### config.mk
export PLATFORM = sky130hd
export DESIGN_NAME = fraction_reduce_gcd
export DESIGN_NICKNAME = d
export VERILOG_FILES = /design/src/hw/rtl/frg_pkg.sv /design/src/hw/rtl/frg_dp.sv /design/src/hw/rtl/frg_ctrl.sv /design/src/hw/rtl/fraction_reduce_gcd.sv
export SDC_FILE = /design/constraint.sdc
export NUM_CORES = 1
export LEC_CHECK = 0
export BUFFER_PORTS_ARGS = -buffer_cell sky130_fd_sc_hd__clkbuf_2
export CELL_PAD_IN_SITES_DETAIL_PLACEMENT = 1
export CELL_PAD_IN_SITES_GLOBAL_PLACEMENT = 1
export CORE_MARGIN = 2
export CORE_UTILIZATION = 45
export CTS_BUF_LIST = sky130_fd_sc_hd__clkbuf_4
export DETAILED_ROUTE_END_ITERATION = 7
export PLACE_DENSITY_LB_ADDON = 0.1
export SYNTH_ARGS = -nofsm -noshare
export SYNTH_HDL_FRONTEND = slang
export SYNTH_SLANG_ARGS = --single-unit
### constraint.sdc
create_clock -name clk -period 5.6 [get_ports clk]
set_clock_uncertainty 0.05 [all_clocks]
set_input_delay 0.84 -clock clk [delete_from_list [all_inputs] [get_ports clk]]
set_output_delay 0.84 -clock clk [all_outputs]
set_load 0.005 [all_outputs]
### src/hw/rtl/frg_pkg.sv
// frg_pkg: types and constants for the fraction reducer.
// Used by frg_ctrl, frg_dp and fraction_reduce_gcd; depends on nothing.
`default_nettype none

package frg_pkg;

  localparam int W  = 32;
  localparam int KW = $clog2(W);

  typedef struct packed {
    logic signed [W-1:0] num_in;
    logic signed [W-1:0] den_in;
  } in_t;

  typedef struct packed {
    logic signed [W-1:0] num_out;
    logic [W-2:0]        den_out;
  } out_t;

  typedef struct packed {
    logic load;
    logic halve;
    logic step;
    logic div_init;
    logic div_step;
  } cmd_t;

  typedef struct packed {
    logic zero;
    logic both_even;
    logic a_zero;
  } stat_t;

endpackage

`default_nettype wire

### src/hw/rtl/frg_dp.sv
// frg_dp: datapath of the fraction reducer: magnitudes, binary gcd, two
// restoring dividers sharing the gcd divisor, result formatting. Uses frg_pkg.
`default_nettype none

module frg_dp (
  input  wire logic         clk,
  input  wire frg_pkg::in_t  in_data,
  input  wire frg_pkg::cmd_t cmd,
  output frg_pkg::stat_t     stat,
  output frg_pkg::out_t      res
);

  localparam int W  = frg_pkg::W;
  localparam int KW = frg_pkg::KW;

  logic          neg;
  logic          zero;
  logic [W-1:0]  a;
  logic [W-1:0]  b;
  logic [KW-1:0] k;
  logic [W-1:0]  g;
  logic [W-1:0]  qn;
  logic [W-1:0]  qd;
  logic [W-1:0]  remn;
  logic [W-1:0]  remd;

  logic [W-1:0]  nmag;
  logic [W-1:0]  dmag;
  logic [W-1:0]  tn;
  logic [W-1:0]  td;
  logic          gen;
  logic          ged;
  logic [W-1:0]  sub_ab;
  logic [W-1:0]  sub_ba;
  logic [W-1:0]  rneg;

  assign nmag = in_data.num_in[W-1] ? W'(-in_data.num_in) : W'(in_data.num_in);
  assign dmag = in_data.den_in[W-1] ? W'(-in_data.den_in) : W'(in_data.den_in);

  assign tn  = {remn[W-2:0], qn[W-1]};
  assign td  = {remd[W-2:0], qd[W-1]};
  assign gen = tn >= g;
  assign ged = td >= g;

  assign sub_ab = a - b;
  assign sub_ba = b - a;

  always_ff @(posedge clk) begin
    if (cmd.load) begin
      neg  <= in_data.num_in[W-1] ^ in_data.den_in[W-1];
      zero <= (nmag == '0) || (dmag == '0);
      a    <= nmag;
      b    <= dmag;
      qn   <= nmag;
      qd   <= dmag;
      k    <= '0;
    end else if (cmd.halve) begin
      a <= a >> 1;
      b <= b >> 1;
      k <= k + KW'(1);
    end else if (cmd.step) begin
      if (!a[0]) begin
        a <= a >> 1;
      end else if (!b[0]) begin
        b <= b >> 1;
      end else if (a >= b) begin
        a <= sub_ab >> 1;
      end else begin
        b <= sub_ba >> 1;
      end
    end else if (cmd.div_init) begin
      g    <= b << k;
      remn <= '0;
      remd <= '0;
    end else if (cmd.div_step) begin
      remn <= gen ? tn - g : tn;
      remd <= ged ? td - g : td;
      qn   <= {qn[W-2:0], gen};
      qd   <= {qd[W-2:0], ged};
    end
  end

  assign stat.zero      = zero;
  assign stat.both_even = !a[0] && !b[0];
  assign stat.a_zero    = a == '0;

  assign rneg = -qn;

  always_comb begin
    if (zero) begin
      res.num_out = '0;
      res.den_out = (W-1)'(1);
    end else begin
      if (neg) begin
        res.num_out = rneg;
      end else if (qn[W-1]) begin
        res.num_out = {1'b0, {(W-1){1'b1}}};
      end else begin
        res.num_out = qn;
      end
      res.den_out = qd[W-1] ? {(W-1){1'b1}} : qd[W-2:0];
    end
  end

endmodule

`default_nettype wire

### src/hw/rtl/frg_ctrl.sv
// frg_ctrl: sequencer of the fraction reducer; drives frg_dp commands.
// Uses frg_pkg.
`default_nettype none

module frg_ctrl (
  input  wire logic          clk,
  input  wire logic          rst,
  input  wire logic          in_valid,
  output logic               in_stall,
  input  wire logic          out_free,
  output logic               out_load,
  input  wire frg_pkg::stat_t stat,
  output frg_pkg::cmd_t      cmd
);

  localparam int KW = frg_pkg::KW;

  typedef enum logic [2:0] {
    IDLE,
    EVEN,
    GCD,
    DIV,
    FIN
  } state_t;

  state_t        state;
  logic [KW-1:0] cnt;

  assign in_stall = state != IDLE;

  always_comb begin
    cmd      = '0;
    out_load = 1'b0;
    unique case (state)
      IDLE: cmd.load = in_valid;
      EVEN: cmd.halve = !stat.zero && stat.both_even;
      GCD: begin
        cmd.step     = !stat.a_zero;
        cmd.div_init = stat.a_zero;
      end
      DIV: cmd.div_step = 1'b1;
      FIN: out_load = out_free;
      default: cmd = '0;
    endcase
  end

  always_ff @(posedge clk) begin
    if (rst) begin
      state <= IDLE;
      cnt   <= '0;
    end else begin
      unique case (state)
        IDLE: if (in_valid) state <= EVEN;
        EVEN: begin
          if (stat.zero) begin
            state <= FIN;
          end else if (!stat.both_even) begin
            state <= GCD;
          end
        end
        GCD: begin
          if (stat.a_zero) begin
            cnt   <= KW'(frg_pkg::W - 1);
            state <= DIV;
          end
        end
        DIV: begin
          if (cnt == '0) begin
            state <= FIN;
          end else begin
            cnt <= cnt - KW'(1);
          end
        end
        FIN: if (out_free) state <= IDLE;
        default: state <= IDLE;
      endcase
    end
  end

endmodule

`default_nettype wire

### src/hw/rtl/fraction_reduce_gcd.sv
// fraction_reduce_gcd: top level of the fraction reducer with output register.
// Depends on frg_pkg, frg_ctrl and frg_dp.
`default_nettype none

// Reduces a signed fraction num/den to lowest terms: num_out carries the sign,
// den_out is positive, and a zero on either input gives 0/1. One item is
// worked at a time. After acceptance the controller halves common factors of
// two, runs a binary gcd loop (at most about 2*W steps), then divides both
// magnitudes by the gcd with two restoring dividers side by side. The time an
// item takes depends on its operands: small operands take fewer gcd steps, and
// a zero operand skips the gcd and the division. The result sits in an
// output register, so a new item is taken while the previous result waits.

module fraction_reduce_gcd (
  input  wire logic          clk,
  input  wire logic          rst,
  input  wire logic          in_valid,
  output logic               in_stall,
  input  wire frg_pkg::in_t  in_data,
  output logic               out_valid,
  input  wire logic          out_stall,
  output frg_pkg::out_t      out_data
);

  frg_pkg::cmd_t  cmd;
  frg_pkg::stat_t stat;
  frg_pkg::out_t  res;
  logic           out_free;
  logic           out_load;

  assign out_free = !out_valid || !out_stall;

  frg_ctrl u_ctrl (
    .clk      (clk),
    .rst      (rst),
    .in_valid (in_valid),
    .in_stall (in_stall),
    .out_free (out_free),
    .out_load (out_load),
    .stat     (stat),
    .cmd      (cmd)
  );

  frg_dp u_dp (
    .clk     (clk),
    .in_data (in_data),
    .cmd     (cmd),
    .stat    (stat),
    .res     (res)
  );

  always_ff @(posedge clk) begin
    if (rst) begin
      out_valid <= 1'b0;
    end else if (out_load) begin
      out_valid <= 1'b1;
    end else if (!out_stall) begin
      out_valid <= 1'b0;
    end
  end

  always_ff @(posedge clk) begin
    if (out_load) begin
      out_data <= res;
    end
  end

`ifndef SYNTHESIS
  a_load_free: assert property (@(posedge clk) disable iff (rst)
    out_load |-> out_free)
    else $error("result loaded over a waiting item");

  a_busy_after_accept: assert property (@(posedge clk) disable iff (rst)
    in_valid && !in_stall |=> in_stall)
    else $error("input not stalled after accept");

  a_den_nonzero: assert property (@(posedge clk) disable iff (rst)
    out_load |-> res.den_out != '0)
    else $error("zero denominator");

  a_drain: assert property (@(posedge clk) disable iff (rst)
    out_valid && !out_stall && !out_load |=> !out_valid)
    else $error("item delivered twice");
`endif

endmodule

`default_nettype wire
==> impl_results.md <==
* Status: completed
* Synthesized cell area at 0.0237 mm2
* Area of the die at 0.0545 mm2
* Critical Path, Cell by Cell: inv_1 -> ha_1 -> fa_1 -> nand2b_1 -> a21oi_1 -> a21oi_1 -> a21oi_1 -> o21ai_0 -> nand2_1 -> buf_4 -> nor2_1 -> a211oi_1
* Post-synth top area share at 36.4%
* Detail Placement HPWL at 71,400 um
* Worst r2r path cells at 12
* Synth area leader: edfxtp_1
* Worst slew pin tran at 1.11 ns
* Hold Path End: out_valid
* Vias in the first global route at 22,500
* Max-slew violations at 0
* CTS Root Cell: clkbuf_4
* # IOs at 133
* Asr flop ratio synth at 0%
* DRT Pass-1 Iters at 6
* Post-synthesis register bit count at 301
* Top cells by area, synth: edfxtp_1 36%, ha_1 7.1%, a21oi_1 6.4%
* Layout Nets at 3,046
* CP dominant cell by count: a21oi_1
* Clk_lat worst skew at 0.88 ns
* R2R Path Start: u_dp.qn[31]
* Initial Util at 45.2%
* Dominant synthesized flop cell: edfxtp_1
* Grt total ovfl at 0
* Placer's final routability congestion estimate at 0.966
* Sequential share of the synthesized area at 37.6%
* Clock sinks at 301
* Total CTS buffers at 88
* Max VDD drop at 0.000231 V
* Worst setup path class: flip-flop to flip-flop
* Resized cells post-CTS at 0
* Post-layout util at 50.0%
* CP Data Arrival Time at 5.14 ns
* # setup viols final at 0
* Maximum root-to-sink buffer count at 3
* Static leakage at 10.3 nW
* Setup crit start kind: flip-flop
* Hold depth at 3
* Maximum fanout along the worst path at 20
* Vias at 22,500
* Crit. Startpoint: u_dp.qn[31]
* PD cells at 523 mW/mm2
* Largest net degree at the start of global routing at 94
* FF-to-FF setup slack at 1.07 ns
* Setup Buffers After CTS at 0
* Syn nets at 2,939
* Die width at 233 um
* DR DRC count at 0
* Cell count after synthesis at 2,732
* Setup TNS at 0 ns
* Hold Crit Class: primary input to flip-flop
* CTS Hold Buffers Added at 0
* Max-Cap Viols at 0
* Hold path start: out_stall
* WL per Instance at 25.3 um
* Max-slew headroom at 25.6%
* Final hold violations at 0
* Initial drt markers at 1,948
* Slowest CP cell: nand2_1
* Min cycle time layout at 4.53 ns
* CP delay by family, top: compound AO/OA/AOI/OAI gates
* Crit Reg-Reg Endpoint: u_dp.remn[22]
* Synth-to-Final Area Change at 10.6%
* Syn avg cell area at 8.67 um2
* First-pass GRT wire length at 138,000 um
* Fin crit share at 80.8%
* Dpl cell area at 0.0250 mm2
* Ratio of cells with drive above 1 in the final layout at 13.0%
* Placeable Area at 0.0523 mm2
* Yosys warns at 0
* Die H at 233 um
* Synth cell types at 79
* H-tree depth at 3
* DR vias/cell at 6.25
* ANT nets after route at 0
* Largest stage delay, worst path at 0.81 ns
* Bufs and invs on worst path at 2
* Post-synth EDFFs at 287
* RSZ-0062 raised after global routing: false
* Total Routing Usage GR at 33.3%
* Post-route cell area at 0.0262 mm2
* Total wire length at 91,100 um
* PortBufs at 132
* Total power draw at 13.7 mW
* Peak Freq at 221 MHz
* Reg clk slew, reported paths at 0.07 ns
* TritonCTS clock tree: yes
* Critical path required time at 6.21 ns
* Antenna violations before repair at 6
* # rows at 84
* Setup crit end kind: flip-flop
-- placed cells by master (no fill, tap or decap), types with 8 or more instances in the layout --
cell type / count
xnor2_1: 71
nand2_1: 239
nor2_1: 366
mux4_2: 19
nor4_1: 22
nor3_1: 57
o31ai_1: 21
or2_2: 13
a21o_1: 58
and2_1: 17
o211ai_1: 17
or4_1: 11
a221oi_1: 41
ha_1: 135
clkbuf_4: 129
a21oi_1: 304
nand3_1: 52
or3_1: 36
o21ai_0: 120
mux2i_1: 38
clkbuf_2: 132
o21a_1: 31
clkinv_1: 17
nand3b_1: 16
o41ai_1: 15
edfxtp_1: 287
nor3b_1: 8
xor2_1: 84
o22ai_1: 10
nand2b_1: 39
nor2b_1: 21
a311oi_1: 23
buf_4: 37
o21bai_1: 17
dfxtp_1: 12
inv_1: 144
nand4_1: 26
a31oi_1: 28
a211oi_1: 37
and3_1: 22
-- power by group --
part	internal [mW]	switching [mW]	total, mW
registers	3.32	0.703	4.03
logic	2.62	4.84	7.45
clock network	1.12	1.11	2.23
-- through the flow --
stage          setup WS, ns  hold WS, ns  std cells
6_report               1.07        0.251       3598
5_1_grt               0.902        0.220       3597
4_1_cts                1.14        0.187       3596
3_5_place_dp           1.16        0.459       3437
3_3_place_gp           1.28        0.444       3437
2_1_floorplan         0.701        0.418       2732
-- cell type report --
cell class / instances / area, um2
timing repair buffer: 173 / 1020
fill: 6251 / 26200
tap: 688 / 861
sequential: 301 / 8900
antenna: 2 / 5.00
clock buffer: 129 / 968
inverter: 146 / 553
multi-input combinational: 2129 / 13700
clock inverter: 30 / 185
-- synth_stat cells, types with 21 or more instances --
| cell | instances |
|---|---|
| nor2_1 | 366 |
| a21oi_1 | 305 |
| edfxtp_1 | 287 |
| nand2_1 | 241 |
| inv_1 | 145 |
| ha_1 | 135 |
| clkbuf_1 | 132 |
| o21ai_0 | 120 |
| xor2_1 | 84 |
| xnor2_1 | 71 |
| a21o_1 | 58 |
| nor3_1 | 58 |
| nand3_1 | 52 |
| a221oi_1 | 41 |
| nand2b_1 | 39 |
| a211oi_1 | 38 |
| mux2i_1 | 38 |
| or3_1 | 36 |
| o21a_1 | 31 |
| a31oi_1 | 28 |
| nand4_1 | 26 |
| a311oi_1 | 23 |
| and3_1 | 22 |
| nor4_1 | 22 |
| buf_1 | 21 |
| nor2b_1 | 21 |
| o31ai_1 | 21 |
-- how the worst max path moves through the flow --
stage	slack (ns)	cells after the start	to
2_1_floorplan	0.70	10	u_dp.a[10]
3_3_place_gp	1.28	10	u_dp.zero
3_5_place_dp	1.16	12	u_dp.remn[22]
4_1_cts	1.14	12	u_dp.remn[22]
5_1_grt	0.90	11	u_dp.remn[23]
6_report	1.07	12	u_dp.remn[22]
-- worst min-delay path, stage by stage --
cell	delay [ns]
clkbuf_2	0.12
nand2_1	0.08
a21oi_1	0.06
-- state kept, by name, indices dropped and copies added, names as in the netlist --
name,cells
out_data,63
u_dp.a,32
u_dp.b,32
u_dp.g,32
u_dp.qd,32
u_dp.qn,32
u_dp.remd,31
u_dp.remn,31
u_ctrl.cnt,5
u_dp.k,5
u_ctrl.state,3
out_valid,1
u_dp.neg,1
u_dp.zero,1
-- routing by layer --
layer | track usage, % | up-vias | share of wire (%)
li1 | - | 10300 | -
met2 | 51.7 | 746 | 45
met1 | 45.8 | 11300 | 44
met3 | 6.97 | 146 | 7.6
met5 | 0 | - | 0.057
met4 | 12.0 | 8 | 3.3
-- cell families (layout without fill, tap and decap cells) --
| kind of cell | count (synthesis) | count (layout) | share of synthesized area (%) |
|---|---|---|---|
| adders and majority gates | 139 | 139 | 7.47 |
| muxes | 62 | 62 | 3.65 |
| other | 0 | 2 | 0 |
| buffers and inverters | 302 | 478 | 4.81 |
| DFF | 301 | 301 | 37.6 |
| xor gates and xnor gates | 155 | 155 | 5.73 |
| and+or+nand+nor | 979 | 979 | 19.4 |
| AOI/OAI and AO/OA | 794 | 794 | 21.3 |
Note: power is estimated with default switching activity, not from simulation.
